## src/design/rwl_pkg.sv

```systemverilog
// shared types and constants for the reader-writer lock manager
`timescale 1ns / 1ps

package rwl_pkg;

  localparam int REQ_TYPE_W   = 2;
  localparam int FIELD_ID_W   = 8;
  localparam int STATUS_W     = 2;
  localparam int READER_CNT_W = 9;
  localparam int MAX_RESULTS  = 16;
  localparam logic [READER_CNT_W-1:0] READER_MAX = 9'd511;

  typedef enum logic [REQ_TYPE_W-1:0] {
    REQ_RD_ACQ = 2'd0,
    REQ_RD_REL = 2'd1,
    REQ_WR_ACQ = 2'd2,
    REQ_WR_REL = 2'd3
  } req_kind_t;

  typedef enum logic [STATUS_W-1:0] {
    ST_GRANT = 2'd0,
    ST_FULL  = 2'd1,
    ST_STRAY = 2'd2
  } status_t;

  typedef struct packed {
    req_kind_t               kind;
    logic [FIELD_ID_W-1:0]   id;
  } cmd_t;

endpackage

```

## src/design/rwl_if.sv

```systemverilog
// request and grant channel interfaces
`timescale 1ns / 1ps

interface rwl_req_if import rwl_pkg::*; ();
  logic                  valid;
  logic                  ready;
  logic [REQ_TYPE_W-1:0] req_type;
  logic [FIELD_ID_W-1:0] requester_id;

  modport source(output valid, req_type, requester_id, input ready);
  modport sink(input valid, req_type, requester_id, output ready);
endinterface

interface rwl_grant_if import rwl_pkg::*; ();
  logic                  valid;
  logic                  ready;
  logic [FIELD_ID_W-1:0] grant_id;
  logic                  grant_is_write;
  logic [STATUS_W-1:0]   status;
  logic                  last;

  modport source(output valid, grant_id, grant_is_write, status, last, input ready);
  modport sink(input valid, grant_id, grant_is_write, status, last, output ready);
endinterface

```

## src/design/rwl_ram.sv

```systemverilog
// generic single-write, single-read ram with registered read data
`timescale 1ns / 1ps

module rwl_ram #(
  parameter int WIDTH = 8,
  parameter int DEPTH = 16,
  localparam int AW = $clog2(DEPTH)
) (
  input  logic             clk,
  input  logic             we,
  input  logic [AW-1:0]    waddr,
  input  logic [WIDTH-1:0] wdata,
  input  logic [AW-1:0]    raddr,
  output logic [WIDTH-1:0] rdata
);

  logic [WIDTH-1:0] mem [DEPTH];

  always_ff @(posedge clk) begin
    if (we) begin
      mem[waddr] <= wdata;
    end
    rdata <= mem[raddr];
  end

endmodule

```

## src/design/rwl_front.sv

```systemverilog
// request intake: classifies requests and buffers them in a two-entry queue
`timescale 1ns / 1ps

module rwl_front import rwl_pkg::*; #(
  parameter int ID_BITS = 8
) (
  input  logic          clk,
  input  logic          rst,
  rwl_req_if.sink       req,
  output logic          cmd_valid,
  input  logic          cmd_ready,
  output cmd_t          cmd
);

  localparam logic [FIELD_ID_W-1:0] ID_MASK =
    FIELD_ID_W'((17'd1 << ID_BITS) - 17'd1);

  cmd_t       q [2];
  logic       wr_ptr;
  logic       rd_ptr;
  logic [1:0] count;
  logic       push;
  logic       pop;
  cmd_t       in_cmd;

  assign req.ready = (count != 2'd2);
  assign push      = req.valid && req.ready;
  assign pop       = cmd_valid && cmd_ready;
  assign cmd_valid = (count != 2'd0);
  assign cmd       = q[rd_ptr];

  always_comb begin
    in_cmd.kind = req_kind_t'(req.req_type);
    in_cmd.id   = req.requester_id & ID_MASK;
  end

  always_ff @(posedge clk) begin
    if (push) begin
      q[wr_ptr] <= in_cmd;
    end
  end

  always_ff @(posedge clk) begin
    if (rst) begin
      wr_ptr <= 1'b0;
      rd_ptr <= 1'b0;
      count  <= 2'd0;
    end else begin
      if (push) begin
        wr_ptr <= ~wr_ptr;
      end
      if (pop) begin
        rd_ptr <= ~rd_ptr;
      end
      count <= count + 2'(push) - 2'(pop);
    end
  end

endmodule

```

## src/design/rwl_back.sv

```systemverilog
// lock engine: holder state, fifo wait queues and result register
`timescale 1ns / 1ps

module rwl_back import rwl_pkg::*; #(
  parameter int WAIT_DEPTH = 16,
  parameter int ID_BITS    = 8
) (
  input  logic          clk,
  input  logic          rst,
  input  logic          cmd_valid,
  output logic          cmd_ready,
  input  cmd_t          cmd,
  rwl_grant_if.source   grant
);

  localparam int ID_W   = (ID_BITS < FIELD_ID_W) ? ID_BITS : FIELD_ID_W;
  localparam int PTR_W  = $clog2(WAIT_DEPTH);
  localparam int CNT_W  = $clog2(WAIT_DEPTH + 1);
  localparam int SUM_W  = CNT_W + 1;
  localparam int NRES_W = $clog2(MAX_RESULTS + 1);

  typedef enum logic [1:0] {
    ST_IDLE = 2'b01,
    ST_POP  = 2'b10
  } state_t;

  state_t                  state, state_next;
  logic                    pop_rd, pop_rd_next;
  logic [NRES_W-1:0]       nres, nres_next;
  logic [READER_CNT_W-1:0] active, active_next;
  logic                    wholds, wholds_next;
  logic [PTR_W-1:0]        rhead, rhead_next;
  logic [CNT_W-1:0]        rcnt, rcnt_next;
  logic [PTR_W-1:0]        whead, whead_next;
  logic [CNT_W-1:0]        wcnt, wcnt_next;

  logic                  out_valid;
  logic [FIELD_ID_W-1:0] out_id;
  logic                  out_wr;
  status_t               out_st;
  logic                  out_last;
  logic                  out_free;

  logic                  em;
  logic [FIELD_ID_W-1:0] em_id;
  logic                  em_wr;
  status_t               em_st;
  logic                  em_last;
  logic                  more;

  logic [SUM_W-1:0] r_sum, w_sum;
  logic [PTR_W-1:0] r_slot, w_slot;
  logic [PTR_W-1:0] rhead_inc, whead_inc;
  logic             r_we, w_we;
  logic [ID_W-1:0]  r_rdata, w_rdata;

  assign out_free = !out_valid || grant.ready;

  // tail slot of each queue, head plus count wraps at most once
  always_comb begin
    r_sum  = SUM_W'(rhead) + SUM_W'(rcnt);
    w_sum  = SUM_W'(whead) + SUM_W'(wcnt);
    r_slot = (r_sum >= SUM_W'(WAIT_DEPTH)) ? PTR_W'(r_sum - SUM_W'(WAIT_DEPTH))
                                           : PTR_W'(r_sum);
    w_slot = (w_sum >= SUM_W'(WAIT_DEPTH)) ? PTR_W'(w_sum - SUM_W'(WAIT_DEPTH))
                                           : PTR_W'(w_sum);
    rhead_inc = (rhead == PTR_W'(WAIT_DEPTH - 1)) ? '0 : rhead + 1'b1;
    whead_inc = (whead == PTR_W'(WAIT_DEPTH - 1)) ? '0 : whead + 1'b1;
  end

  always_comb begin
    state_next  = state;
    pop_rd_next = pop_rd;
    nres_next   = nres;
    active_next = active;
    wholds_next = wholds;
    rhead_next  = rhead;
    rcnt_next   = rcnt;
    whead_next  = whead;
    wcnt_next   = wcnt;
    cmd_ready   = 1'b0;
    r_we        = 1'b0;
    w_we        = 1'b0;
    em          = 1'b0;
    em_id       = cmd.id;
    em_wr       = 1'b0;
    em_st       = ST_GRANT;
    em_last     = 1'b1;
    more        = 1'b0;

    case (state)
      ST_IDLE: begin
        if (cmd_valid && out_free) begin
          cmd_ready = 1'b1;
          case (cmd.kind)
            REQ_RD_ACQ: begin
              if (wholds || wcnt != '0) begin
                if (rcnt != CNT_W'(WAIT_DEPTH)) begin
                  r_we      = 1'b1;
                  rcnt_next = rcnt + 1'b1;
                end else begin
                  em    = 1'b1;
                  em_st = ST_FULL;
                end
              end else if (active == READER_MAX) begin
                em    = 1'b1;
                em_st = ST_FULL;
              end else begin
                active_next = active + 1'b1;
                em          = 1'b1;
              end
            end
            REQ_RD_REL: begin
              if (active == '0) begin
                em    = 1'b1;
                em_st = ST_STRAY;
              end else begin
                active_next = active - 1'b1;
                // last reader out hands the lock to the oldest writer
                if (active == READER_CNT_W'(1) && wcnt != '0) begin
                  pop_rd_next = 1'b0;
                  state_next  = ST_POP;
                end
              end
            end
            REQ_WR_ACQ: begin
              em_wr = 1'b1;
              if (active != '0 || wholds || wcnt != '0) begin
                if (wcnt != CNT_W'(WAIT_DEPTH)) begin
                  w_we      = 1'b1;
                  wcnt_next = wcnt + 1'b1;
                end else begin
                  em    = 1'b1;
                  em_st = ST_FULL;
                end
              end else begin
                wholds_next = 1'b1;
                em          = 1'b1;
              end
            end
            REQ_WR_REL: begin
              em_wr = 1'b1;
              if (!wholds) begin
                em    = 1'b1;
                em_st = ST_STRAY;
              end else begin
                wholds_next = 1'b0;
                if (rcnt != '0) begin
                  pop_rd_next = 1'b1;
                  nres_next   = '0;
                  state_next  = ST_POP;
                end else if (wcnt != '0) begin
                  pop_rd_next = 1'b0;
                  state_next  = ST_POP;
                end
              end
            end
            default: begin
            end
          endcase
        end
      end
      ST_POP: begin
        if (out_free) begin
          em = 1'b1;
          if (pop_rd) begin
            rhead_next  = rhead_inc;
            rcnt_next   = rcnt - 1'b1;
            active_next = active + 1'b1;
            nres_next   = nres + 1'b1;
            // keep draining readers while any wait, the burst has room and the reader count is below max
            more = (rcnt > CNT_W'(1)) && (nres_next < NRES_W'(MAX_RESULTS)) &&
                   (active_next < READER_MAX);
            em_id   = FIELD_ID_W'(r_rdata);
            em_last = !more;
            if (!more) begin
              state_next = ST_IDLE;
            end
          end else begin
            whead_next  = whead_inc;
            wcnt_next   = wcnt - 1'b1;
            wholds_next = 1'b1;
            em_id       = FIELD_ID_W'(w_rdata);
            em_wr       = 1'b1;
            state_next  = ST_IDLE;
          end
        end
      end
      default: begin
        state_next = ST_IDLE;
      end
    endcase
  end

  // read address follows the next head so the registered read data lines up with the head
  rwl_ram #(.WIDTH(ID_W), .DEPTH(WAIT_DEPTH)) u_reader_q (
    .clk   (clk),
    .we    (r_we),
    .waddr (r_slot),
    .wdata (cmd.id[ID_W-1:0]),
    .raddr (rhead_next),
    .rdata (r_rdata)
  );

  rwl_ram #(.WIDTH(ID_W), .DEPTH(WAIT_DEPTH)) u_writer_q (
    .clk   (clk),
    .we    (w_we),
    .waddr (w_slot),
    .wdata (cmd.id[ID_W-1:0]),
    .raddr (whead_next),
    .rdata (w_rdata)
  );

  always_ff @(posedge clk) begin
    if (rst) begin
      state     <= ST_IDLE;
      pop_rd    <= 1'b0;
      nres      <= '0;
      active    <= '0;
      wholds    <= 1'b0;
      rhead     <= '0;
      rcnt      <= '0;
      whead     <= '0;
      wcnt      <= '0;
      out_valid <= 1'b0;
    end else begin
      state  <= state_next;
      pop_rd <= pop_rd_next;
      nres   <= nres_next;
      active <= active_next;
      wholds <= wholds_next;
      rhead  <= rhead_next;
      rcnt   <= rcnt_next;
      whead  <= whead_next;
      wcnt   <= wcnt_next;
      if (em) begin
        out_valid <= 1'b1;
      end else if (grant.ready) begin
        out_valid <= 1'b0;
      end
    end
  end

  always_ff @(posedge clk) begin
    if (em) begin
      out_id   <= em_id;
      out_wr   <= em_wr;
      out_st   <= em_st;
      out_last <= em_last;
    end
  end

  assign grant.valid          = out_valid;
  assign grant.grant_id       = out_id;
  assign grant.grant_is_write = out_wr;
  assign grant.status         = out_st;
  assign grant.last           = out_last;

  a_exclusive: assert property (@(posedge clk) disable iff (rst)
    !(wholds && active != '0))
    else $error("writer holds the lock while readers are active");

  a_rcnt_bound: assert property (@(posedge clk) disable iff (rst)
    rcnt <= CNT_W'(WAIT_DEPTH) && wcnt <= CNT_W'(WAIT_DEPTH))
    else $error("wait queue count beyond depth");

  a_reader_pop: assert property (@(posedge clk) disable iff (rst)
    (state == ST_POP && pop_rd) |-> (rcnt != '0 && !wholds))
    else $error("reader wakeup with empty queue or writer holding");

  a_writer_pop: assert property (@(posedge clk) disable iff (rst)
    (state == ST_POP && !pop_rd) |-> (wcnt != '0 && !wholds && active == '0))
    else $error("writer handoff while lock not free");

  a_no_overwrite: assert property (@(posedge clk) disable iff (rst)
    (out_valid && !grant.ready) |=> (out_valid && $stable(out_id)))
    else $error("pending result overwritten");

endmodule

```

## src/design/fair_reader_writer_lock.sv

```systemverilog
// top level of the fair reader-writer lock manager
`timescale 1ns / 1ps

// Lock manager for many readers or one writer. Each request is a read or write
// acquire or release from a requester id; a request that must wait is held in a
// per-kind fifo wait queue of WAIT_DEPTH entries and produces its grant later,
// as a result of the release that frees the lock. Requests enter a two-entry
// queue and are taken by the lock engine one at a time. A request that is
// granted, queued or rejected at once is handled in the idle state; a release
// handing the lock to a waiting writer goes on to the pop state; a writer
// release that wakes readers stays there, reading one reader id per cycle from
// the wait queue ram unless the output stalls. At most 16 readers are woken per
// release. A result not yet taken at the output stalls the engine; the intake
// keeps taking requests until its two-entry queue is full, then stalls as well.
// Ids keep their low ID_BITS bits. No clearing pass is needed after reset.
module fair_reader_writer_lock import rwl_pkg::*; #(
  parameter int WAIT_DEPTH = 16,
  parameter int ID_BITS    = 8
) (
  input  logic        clk,
  input  logic        rst,
  rwl_req_if.sink     req,
  rwl_grant_if.source grant
);

  logic cmd_valid;
  logic cmd_ready;
  cmd_t cmd;

  rwl_front #(.ID_BITS(ID_BITS)) u_front (
    .clk       (clk),
    .rst       (rst),
    .req       (req),
    .cmd_valid (cmd_valid),
    .cmd_ready (cmd_ready),
    .cmd       (cmd)
  );

  rwl_back #(.WAIT_DEPTH(WAIT_DEPTH), .ID_BITS(ID_BITS)) u_back (
    .clk       (clk),
    .rst       (rst),
    .cmd_valid (cmd_valid),
    .cmd_ready (cmd_ready),
    .cmd       (cmd),
    .grant     (grant)
  );

endmodule
```

## src/flat_wrapper.sv

```systemverilog
// flat-port wrapper written by rule: the top's interface ports become plain ports
module fair_reader_writer_lock_flat import rwl_pkg::*;
#(
  parameter int WAIT_DEPTH = 16,
  parameter int ID_BITS    = 8
)
  (clk, rst, req_valid, req_req_type, req_requester_id, req_ready, grant_valid, grant_grant_id, grant_grant_is_write, grant_status, grant_last, grant_ready);
  rwl_req_if req_i ();
  rwl_grant_if grant_i ();
  input  logic clk;
  input  logic rst;
  input wire logic [$bits(req_i.valid)-1:0] req_valid;
  input wire logic [$bits(req_i.req_type)-1:0] req_req_type;
  input wire logic [$bits(req_i.requester_id)-1:0] req_requester_id;
  output wire logic [$bits(req_i.ready)-1:0] req_ready;
  output wire logic [$bits(grant_i.valid)-1:0] grant_valid;
  output wire logic [$bits(grant_i.grant_id)-1:0] grant_grant_id;
  output wire logic [$bits(grant_i.grant_is_write)-1:0] grant_grant_is_write;
  output wire logic [$bits(grant_i.status)-1:0] grant_status;
  output wire logic [$bits(grant_i.last)-1:0] grant_last;
  input wire logic [$bits(grant_i.ready)-1:0] grant_ready;
  assign req_i.valid = req_valid;
  assign req_i.req_type = req_req_type;
  assign req_i.requester_id = req_requester_id;
  assign req_ready = req_i.ready;
  assign grant_valid = grant_i.valid;
  assign grant_grant_id = grant_i.grant_id;
  assign grant_grant_is_write = grant_i.grant_is_write;
  assign grant_status = grant_i.status;
  assign grant_last = grant_i.last;
  assign grant_i.ready = grant_ready;
  fair_reader_writer_lock #(.WAIT_DEPTH(WAIT_DEPTH), .ID_BITS(ID_BITS)) u_core (.clk(clk), .rst(rst), .req(req_i), .grant(grant_i));
endmodule
```

## config.mk

```make
export PLATFORM = sky130hd
export DESIGN_NAME = fair_reader_writer_lock_flat
export DESIGN_NICKNAME = d
export VERILOG_FILES = /design/src/design/rwl_pkg.sv /design/src/design/rwl_if.sv /design/src/design/rwl_ram.sv /design/src/design/rwl_front.sv /design/src/design/rwl_back.sv /design/src/design/fair_reader_writer_lock.sv /design/src/flat_wrapper.sv
export SDC_FILE = /design/constraint.sdc
export NUM_CORES = 1
export LEC_CHECK = 0
export BUFFER_PORTS_ARGS = -buffer_cell sky130_fd_sc_hd__buf_4
export CAP_MARGIN = 20
export CORE_AREA = 2 2 181 183
export CTS_CLUSTER_SIZE = 10
export DETAILED_ROUTE_END_ITERATION = 6
export DIE_AREA = 0 0 183 185
export PLACE_DENSITY_LB_ADDON = 0.15
export SLEW_MARGIN = 20
export SYNTH_ARGS = -nofsm -noshare
export SYNTH_HDL_FRONTEND = slang
export SYNTH_SLANG_ARGS = --single-unit
```

## constraint.sdc

```tcl
create_clock -name clk -period 7.9 [get_ports clk]
set_clock_uncertainty 0.15 [all_clocks]
set_input_delay 0.79 -clock clk [delete_from_list [all_inputs] [get_ports clk]]
set_output_delay 0.79 -clock clk [all_outputs]
set_load 0.005 [all_outputs]
```

## Word level (Yosys, flattened, before mapping)

Memories as Yosys holds them, arrays and structs flattened. A register that Yosys moved wholly into a read port is not among the register bits.
Index checks and enable logic that the tools add are counted.

- Memory bits (writable): 276
- Logic and storage cells: 223
- Bits of input ports: 14
- Output and inout port bits: 14
- Latch bits: 0
- Memory bits (read-only): 0
- Memories: 3
- Register bits after elaboration: 53

- Shifts and indexed selects: 0
- Multiply operators: 0
- Magnitude comparators: 5
- Multiplexer cells: 110
- Div/mod/pow operators: 0
- Reductions and logical operators: 31
- $add $sub $neg: 15
- Bitwise gates (word level): 2
- Equality and inequality tests: 40

Memory list:

| memory | depth | bits a word | read ports | clocked after memory_dff | write ports | RTL line | source |
|---|---|---|---|---|---|---|---|
| u_core.u_back.u_reader_q.mem | 16 | 8 | 1 | 1 | 1 | rwl_ram.sv:17 | `logic [WIDTH-1:0] mem [DEPTH];` |
| u_core.u_back.u_writer_q.mem | 16 | 8 | 1 | 1 | 1 | rwl_ram.sv:17 |  |
| u_core.u_front.q | 2 | 10 | 1 | 1 | 1 | rwl_front.sv:18 | `cmd_t q [2];` |

Operators by type and width:

| operator | number |
|---|---|
| $mux W5 | 18 |
| $mux W9 | 6 |
| $mux W1 | 47 |
| $mux W4 | 10 |
| $pmux W9 S2 | 2 |
| $pmux W5 S2 | 3 |
| $ne A2 B2 Y1 const B | 14 |
| $reduce_and A7 Y1 | 4 |
| $mux W2 | 12 |
| $mux W8 | 3 |
| $ne A3 B3 Y1 const B | 8 |
| $reduce_and A8 Y1 | 2 |
| $add A5 B1 Y5 const B | 3 |
| $add A4 B5 Y6 | 2 |
| $ge A6 B5 Y1 const B | 2 |
| $ne A5 B5 Y1 const B | 2 |
| $pmux W1 S2 | 5 |
| $reduce_bool A5 Y1 | 2 |
| $sub A5 B1 Y5 const B | 2 |
| $add A9 B1 Y9 const B | 1 |
| $eq A9 B1 Y1 const B | 1 |
| $eq A9 B9 Y1 const B | 1 |
| $logic_not A9 Y1 | 1 |
| $lt A9 B9 Y1 const B | 1 |
| other kinds (27) | 51 |

## Longest topological paths before layout

Gate-level depths: netlist (run 1).

- Depth after elaboration: 9
- Gate-level depth with buffers: 11
- Gate-level depth less buffers: 10

## Modules after synthesis

A second synthesis (run 1) with hierarchy kept.

- Cell total of the unflattened synthesis: 903
- Area, all modules: 14550.2 µm²

By module, submodules not included:

| module | sequential area each (µm²) | cells an instance | times used | area each (µm²) |
|---|---|---|---|---|
| rwl_ram | 4003.8 | 229 | 2 | 5147.4 |
| rwl_back | 1101.1 | 390 | 1 | 3299.4 |
| rwl_front | 700.7 | 55 | 1 | 955.9 |

## Least setup slack after synthesis (run 1)

OpenSTA, ideal clock, no wires.

- Path type: input port to flip-flop
- Start: input grant_ready
- End: register u_core.u_back.out_id[0] (netlist: u_core.u_back.grant.grant_id[0]) (enable)
- Arrival time: 2.700 ns
- Cell stages on the path: 8
- Setup slack: 4.665 ns
- Library setup time: 0.385 ns
- Buffers on the path: 5
- Path through: nand2b_1 buf_2 buf_2 buf_2 buf_2 buf_1 nand2_1 a21oi_1

- Longest elaborated chain between the ends: 4

Ends and longest elaborated chain:

| item | RTL line | source |
|---|---|---|
| start, declared | flat_wrapper.sv:21 | `input wire logic [$bits(grant_i.ready)-1:0] grant_ready;` |
| $logic_or A1 B1 Y1 (*) | rwl_back.sv:57 | `assign out_free = !out_valid \|\| grant.ready;` |
| $logic_and A1 B1 Y1 | rwl_back.sv:93 | `if (cmd_valid && out_free) begin` |
| $mux W1 | rwl_back.sv:93 |  |
| $pmux W1 S2 (*) | rwl_back.sv:91 | `case (state)` |
| named net u_core.u_back.em | rwl_back.sv:44 | `logic em;` |
| end signal, assigned | rwl_back.sv:246 | `out_id <= em_id;` |
| end, declared | rwl_back.sv:38 | `logic [FIELD_ID_W-1:0] out_id;` |

Mark *: on every way through the listed nets, which the timed path passes. The rest lies on a longest branch.
A chain may end at the register's enable or synchronous reset.

## Worst setup path in the final report (run 1)

- Start: register u_core.u_back.rhead[0]
- End: register u_core.u_back.u_reader_q.rdata[5] (read register of u_core.u_back.u_reader_q.mem)

- Longest elaborated chain between the ends: 5

Ends and longest elaborated chain:

| item | RTL line | source |
|---|---|---|
| start, declared | rwl_back.sv:32 | `logic [PTR_W-1:0] rhead, rhead_next;` |
| start signal, assigned | rwl_back.sv:232 | `rhead <= rhead_next;` |
| $add A4 B1 Y4 or $eq A4 B4 Y1 (tied branches) | rwl_back.sv:67 | `rhead_inc = (rhead == PTR_W'(WAIT_DEPTH - 1)) ? '0 : rhead + 1'b1;` |
| $mux W4 | rwl_back.sv:67 |  |
| $mux W4 | rwl_back.sv:166 | `if (pop_rd) begin` |
| $mux W4 | rwl_back.sv:164 | `if (out_free) begin` |
| $mux W4 (*) | rwl_back.sv:91 |  |
| end, declared | rwl_ram.sv:14 | `output logic [WIDTH-1:0] rdata` |

Every way passes the cells marked *; elsewhere a longest branch is shown, timed or not.

==> results of run 1 <==
## logic make-up (layout without fill, tap and decap cells)
logic type / count (synthesis) / count (layout) / synth area share (%)
simple gates: 474 / 474 / 12.9
mux: 50 / 50 / 3.00
buf+inv: 223 / 214 / 5.18
fa+ha+maj: 28 / 28 / 2.15
xor+xnor: 32 / 32 / 1.62
compound gates: 443 / 443 / 18.5
flops: 346 / 346 / 56.6
## Yosys cell counts, types with 7 or more instances
master	instances
edfxtp_1	288
nand2_1	205
inv_1	93
a31oi_1	84
nor2_1	82
a211oi_1	80
clkbuf_1	76
a311oi_1	67
dfxtp_1	58
buf_2	46
o21ai_0	45
nand3_1	42
a21oi_1	41
mux2i_1	37
nand2b_1	31
ha_1	25
nand4_1	23
nor4_1	21
o211ai_1	20
xnor2_1	20
a32oi_1	18
a21o_1	16
nor3_1	16
a2111oi_0	14
and3_1	12
xor2_1	12
mux2_2	11
o211a_1	9
nor2b_1	8
o22ai_1	8
nand3b_1	7
## worst max-delay path, delay by kind of cell (launching register included)
family                     cells  cell delay [ns]
DFF                            1             0.79
and+or+nand+nor                2             1.85
AOI/OAI and AO/OA              1             0.25
muxes                          2             0.50
adders and majority gates      1             0.74
## power by group
part	switching, mW	internal [mW]
registers	0.0731	2.23
logic	0.556	0.223
clock network	0.693	1.02
## sequential cells by signal, summed over array words and instances, names as in the netlist, 2 cells and up, named ones only
signal                          count
u_core.u_back.grant.grant_id        8
u_core.u_back.u_writer_q.mem      128
u_core.u_back.u_reader_q.mem      128
u_core.u_back.active                9
u_core.u_back.rhead                 4
u_core.u_back.grant.status          2
u_core.u_front.q                   20
u_core.u_back.state                 2
u_core.u_back.nres                  5
u_core.u_back.wcnt                  5
u_core.u_back.u_reader_q.rdata      8
u_core.u_back.u_writer_q.rdata      8
u_core.u_back.rcnt                  5
u_core.u_front.count                2
u_core.u_back.whead                 4
## layout by cell type (no fill, tap or decap), types with 11 or more instances in the layout
cell	n
a2111oi_0	14
a211oi_1	80
a21o_1	16
a21oi_1	40
a311oi_1	67
a31oi_1	84
a32oi_1	18
and3_1	11
buf_4	49
clkbuf_1	27
clkbuf_16	41
dfxtp_1	57
edfxtp_1	288
ha_1	25
inv_1	93
mux2_2	11
mux2i_1	37
nand2_1	204
nand2b_1	30
nand3_1	41
nand4_1	23
nor2_1	82
nor3_1	16
nor4_1	21
o211ai_1	20
o21ai_0	45
xnor2_1	20
xor2_1	12
## worst min path at each step
| stage | start | cells past startpoint | slack [ns] | end |
|---|---|---|---|---|
| after floorplan | u_core.u_back.nres[4]$_SDFFE_PP0P_ | 2 | 0.29 | u_core.u_back.nres[4]$_SDFFE_PP0P_ |
| after global placement | u_core.u_back.nres[4]$_SDFFE_PP0P_ | 2 | 0.30 | u_core.u_back.nres[4]$_SDFFE_PP0P_ |
| after detailed placement | u_core.u_back.nres[4]$_SDFFE_PP0P_ | 2 | 0.32 | u_core.u_back.nres[4]$_SDFFE_PP0P_ |
| after CTS | req_requester_id[5] | 1 | 0.27 | u_core.u_front.q[1][5]$_DFFE_PP_ |
| after global routing | req_requester_id[5] | 1 | 0.28 | u_core.u_front.q[1][5]$_DFFE_PP_ |
| final | req_requester_id[5] | 1 | 0.29 | u_core.u_front.q[1][5]$_DFFE_PP_ |
## final cells by class
| class | count | area, um^2 |
|---|---|---|
| Clock inverter | 1 | 30.0 |
| Clock buffer | 70 | 1150 |
| Tap cell | 408 | 510 |
| Multi-Input combinational cell | 1027 | 6660 |
| Timing Repair Buffer | 49 | 368 |
| Fill cell | 2636 | 13200 |
| Sequential cell | 346 | 9810 |
| Inverter | 94 | 353 |
## through the flow
stage,cells,total power [mW]
floorplan,1596,2.79
global placement,1924,3.10
detailed placement,1924,3.11
CTS,1995,4.81
global route,1995,4.95
finish,1995,4.79
## metal layers
metal	track usage, %	up-vias
met5	0	-
met4	10.2	0
met1	37.6	6545
li1	-	6015
met3	3.72	99
met2	45.4	643
==> metrics.yaml, run 1 <==
ys_top_cells_by_area: "edfxtp_1 50%, dfxtp_1 6.7%, nand2_1 4.4%, a211oi_1 3.5%, a311oi_1 3.4%"
syn_to_final_growth_pct: 8.98
rows: 66
antenna_cells: 0
fin_crit_ns: 4.38
outcome: "finished clean"
place_ws_ns: 3.70
synth_area_per_cell_um2: 10.9
cts_max_level: 2
dpl.hpwl_um: 28400
dr_wl_met3_um: 3510
drtIter0Drc: 1497
cts_tree: "yes"
ys_types: 76
leakagePower_nw: 6.43
clk_pin_slew_ns: 0.05
slew_headroom_pct: 27.9
layout.nets: 1601
ctsResizeCount: 0
cp_slowest_cell: "nand2_1"
synth_area_leader_cell: "edfxtp_1"
ys_seq_area_share_pct: 56.6
p_per_area_nw_per_um2: 254
setup_ws_ns: 3.52
cts_made_buffers: 41
die-height_um: 185
drive_above_1_share_pct: 8.19
r2r_end: "u_core.u_back.u_reader_q.rdata[5]$_DFF_P_"
start_kind: "flop"
drc: 0
vias: 13300
syn_area_um2: 17300
arrival_ns: 4.67
ctsHoldBuffers: 0
wl_per_cell_um: 23.5
worstReg2RegStart: "u_core.u_back.rhead[0]$_SDFF_PP0_"
grtUsageTotal_pct: 27.6
reg2reg_depth: 6
insertion_delay_ns: 0.53
wl_um: 46900
io_buffer_count: 27
max_stage_delay_ns: 0.98
core_area_um2: 32000
setup-violations-final: 0
drv_cap: 0
antenna_found_initial: 0
critical_path.endpoint: "u_core.u_back.u_reader_q.rdata[5]$_DFF_P_"
worstPathRequired_ns: 8.19
syn_inst: 1596
die-width_um: 183
top_layer_used: "met4"
design.die.area_um2: 33900
timing.final.max_slew_violations: 0
async_flop_share_pct: 0
wl_met2_um: 22100
grt_pass1_wl_um: 72200
setup_tns_ns: 0
hold_viol: 0
cp_max_fo: 20
ir_worst_vdd_mv: 0.305
start_util_pct: 54.1
final_antenna_net_count: 0
final_util_pct: 59.0
finalCritPeriodShare_pct: 55.4
via_per_inst: 6.67
hold_path_class: "input pin to flop"
clkSinkCount: 346
synth_warnings: 0
synth_edf_count: 288
rrSetupSlack_ns: 3.52
design_area_um2: 18900
fmax_mhz: 228
synth_top_area_share_pct: 49.9
cts_root_buffer: "clkbuf_16"
startpoint: "u_core.u_back.rhead[0]$_SDFF_PP0_"
place_congestion: 0.877
overflow: 0
wirelength_met1_um: 19800
timing.hold.ws_ns: 0.291
dr.pass1.iters: 6
endpoint_kind: "flop"
cts.path.max_buffers: 3
synth_nets: 1638
grt_pass1_vias: 12500
io_pins: 28
ys_seq_elements: 346
crit_type: "flop to flop"
synthFlopType: "edfxtp_1"
postPlaceCellArea_um2: 17700
worst_slew_pin_slew_ns: 1.08
grt_max_degree: 78
rsz0062_at_grt: "no"
crit_path_cell_trace: "ha_1 > nand4_1 > nand2_1 > mux2i_1 > mux2_2 > a211oi_1"
post_cts_buffers: 0
No activity file was read; power rests on OpenSTA's default activity.
==> run 2: changes to the inputs <==
==> constraint.sdc (replaced) <==
create_clock -name clk -period 4.15 [get_ports clk]
set_clock_uncertainty 0.15 [all_clocks]
set_input_delay 0.415 -clock clk [delete_from_list [all_inputs] [get_ports clk]]
set_output_delay 0.415 -clock clk [all_outputs]
set_load 0.005 [all_outputs]
==> metrics.yaml, run 2 (synthesis gave the netlist of run 1 again) <==
setup_ws_ns: 0.651  # -2.87 ns
finalNonFillerCells: 2039  # +2.2%
p_per_area_nw_per_um2: 475  # +87%
place_congestion: 0.960  # +9.4%
setup_tns_ns: 0  # unchanged
die-height_um: 185  # unchanged
layout_commonest_cell: "edfxtp_1"
layout.nets: 1641  # +2.5%
overflow: 0  # unchanged
clkSinkCount: 346  # unchanged
timing.final.max_slew_violations: 0  # unchanged
start_util_pct: 54.1  # unchanged
ctsResizeCount: 0  # unchanged
mostFrequentLayoutCells: "288 x edfxtp_1, 204 x nand2_1, 93 x inv_1, 84 x a31oi_1, 82 x nor2_1"
arrival_ns: 3.74  # -0.93 ns
reg.largest.list: "u_core.u_back.u_reader_q.mem: 128 flops, u_core.u_back.u_writer_q.mem: 128 flops, u_core.u_front.q: 20 flops"
cts_root_buffer: "clkbuf_16"
wl_um: 48500  # +3.5%
insertion_delay_ns: 0.53  # about the same
drc: 0  # unchanged
worstPathRequired_ns: 4.39  # -3.80 ns
place_ws_ns: 0.739  # -2.96 ns
finalCritPeriodShare_pct: 84.3  # +29 points
fin_crit_ns: 3.50  # -0.881 ns
rsz0062_at_grt: "no"
ir_worst_vdd_mv: 0.479  # +57%
outcome: "finished clean"
slew_headroom_pct: 35.4  # +7.5 points
vias: 13400  # +0.42%
reg2reg_depth: 8  # +2
worst_slew_pin_slew_ns: 0.966  # -0.112 ns
drv_cap: 0  # unchanged
fmax_mhz: 286  # +25%
leakagePower_nw: 6.62  # +3.0%
cts_max_level: 2  # unchanged
hold_viol: 0  # unchanged
hold_path_class: "input pin to flop"
postPlaceCellArea_um2: 17900  # +1.4%
cts.path.max_buffers: 3  # unchanged
grt_pass1_wl_um: 74800  # +3.6%
via_per_inst: 6.55  # -1.7%
io_buffer_count: 27  # unchanged
total_power_mw: 9.12  # +90%
final_antenna_net_count: 0  # unchanged
crit_type: "flop to flop"
core_area_um2: 32000  # unchanged
clk_pin_slew_ns: 0.05  # about the same
syn_to_final_growth_pct: 10.9
grt_max_degree: 91  # +17%
endpoint_kind: "flop"
io_pins: 28  # unchanged
cts_tree: "yes"
drive_above_1_share_pct: 9.75  # +1.6 points
grtUsageTotal_pct: 28.8  # +1.2 points
dp_cells: 1954  # +1.6%
design_area_um2: 19200  # +1.8%
min_path_cells: 4  # +3
post_cts_buffers: 0  # unchanged
nFillCells: 2609  # -1.0%
design.die.area_um2: 33900  # unchanged
setup-violations-final: 0  # unchanged
grt_pass1_vias: 12800  # +2.6%
start_kind: "flop"
dpl.hpwl_um: 30700  # +8.1%
cts_made_buffers: 41  # unchanged
antenna_found_initial: 0  # unchanged
wl_per_cell_um: 23.8  # +1.3%
die-width_um: 183  # unchanged
cp_max_fo: 9  # -55%
rows: 66  # unchanged
drtIter0Drc: 1352  # -9.7%
dr.pass1.iters: 5  # -1
antenna_cells: 0  # unchanged
run 2: metrics by stage:
step           hold slack, ns  utilization [%]
2_1_floorplan           0.294                -
3_3_place_gp            0.300             56.0
3_5_place_dp            0.309             56.0
4_1_cts                 0.178             60.0
5_1_grt                 0.193             60.0
6_report                0.199             60.0
run 2: cell type report:
type,count,area [um^2],area share [%]
clock buffers,70,1140,5.96
clock inverters,5,28.8,0.150
inverters,94,353,1.84
multi-input cells,1027,6660,34.6
flip-flops and latches,346,9810,51.0
well taps,408,510,2.66
repair buffers,89,718,3.74
run 2: final timing paths:
path                                       from                                   endpoint  slack, ns
min reg2reg  u_core.u_back.nres[4]$_SDFFE_PP0P_         u_core.u_back.nres[4]$_SDFFE_PP0P_       0.31
max reg2reg   u_core.u_back.pop_rd$_SDFFE_PP0P_  u_core.u_back.u_writer_q.rdata[6]$_DFF_P_       0.65
max           u_core.u_back.pop_rd$_SDFFE_PP0P_  u_core.u_back.u_writer_q.rdata[6]$_DFF_P_       0.65
min                                 grant_ready     u_core.u_back.grant.valid$_SDFFE_PP0P_       0.20
run 2: worst max-delay path, cell delays in order, from the launching register on:
cell and delay (ns):
dfxtp_1 0.59, buf_4 0.24, nand2b_1 0.30, nor3_1 0.14, a211oi_2 0.81, buf_4 0.32
a311oi_1 0.07, nor4_1 0.59, mux2i_1 0.14
run 2: timing repair:
action | in CTS | in global routing
endpoints found under the setup margin | 0 | 0
hold buffers | 10 | 0
hold endpoints to repair | 20 | 0
run 2: layer usage:
metal | vias to the layer above | GRT usage (%) | share of wire [%]
li1 | 6111 | - | -
met1 | 6531 | 38.7 | 42
met2 | 597 | 47.3 | 47
met3 | 119 | 4.11 | 7.1
met4 | 0 | 11.9 | 4.0
met5 | - | 0 | 0
run 2: power breakdown:
part | switching (mW) | internal, mW
combinational | 1.08 | 0.448
sequential | 0.134 | 4.25
clock | 1.35 | 1.87
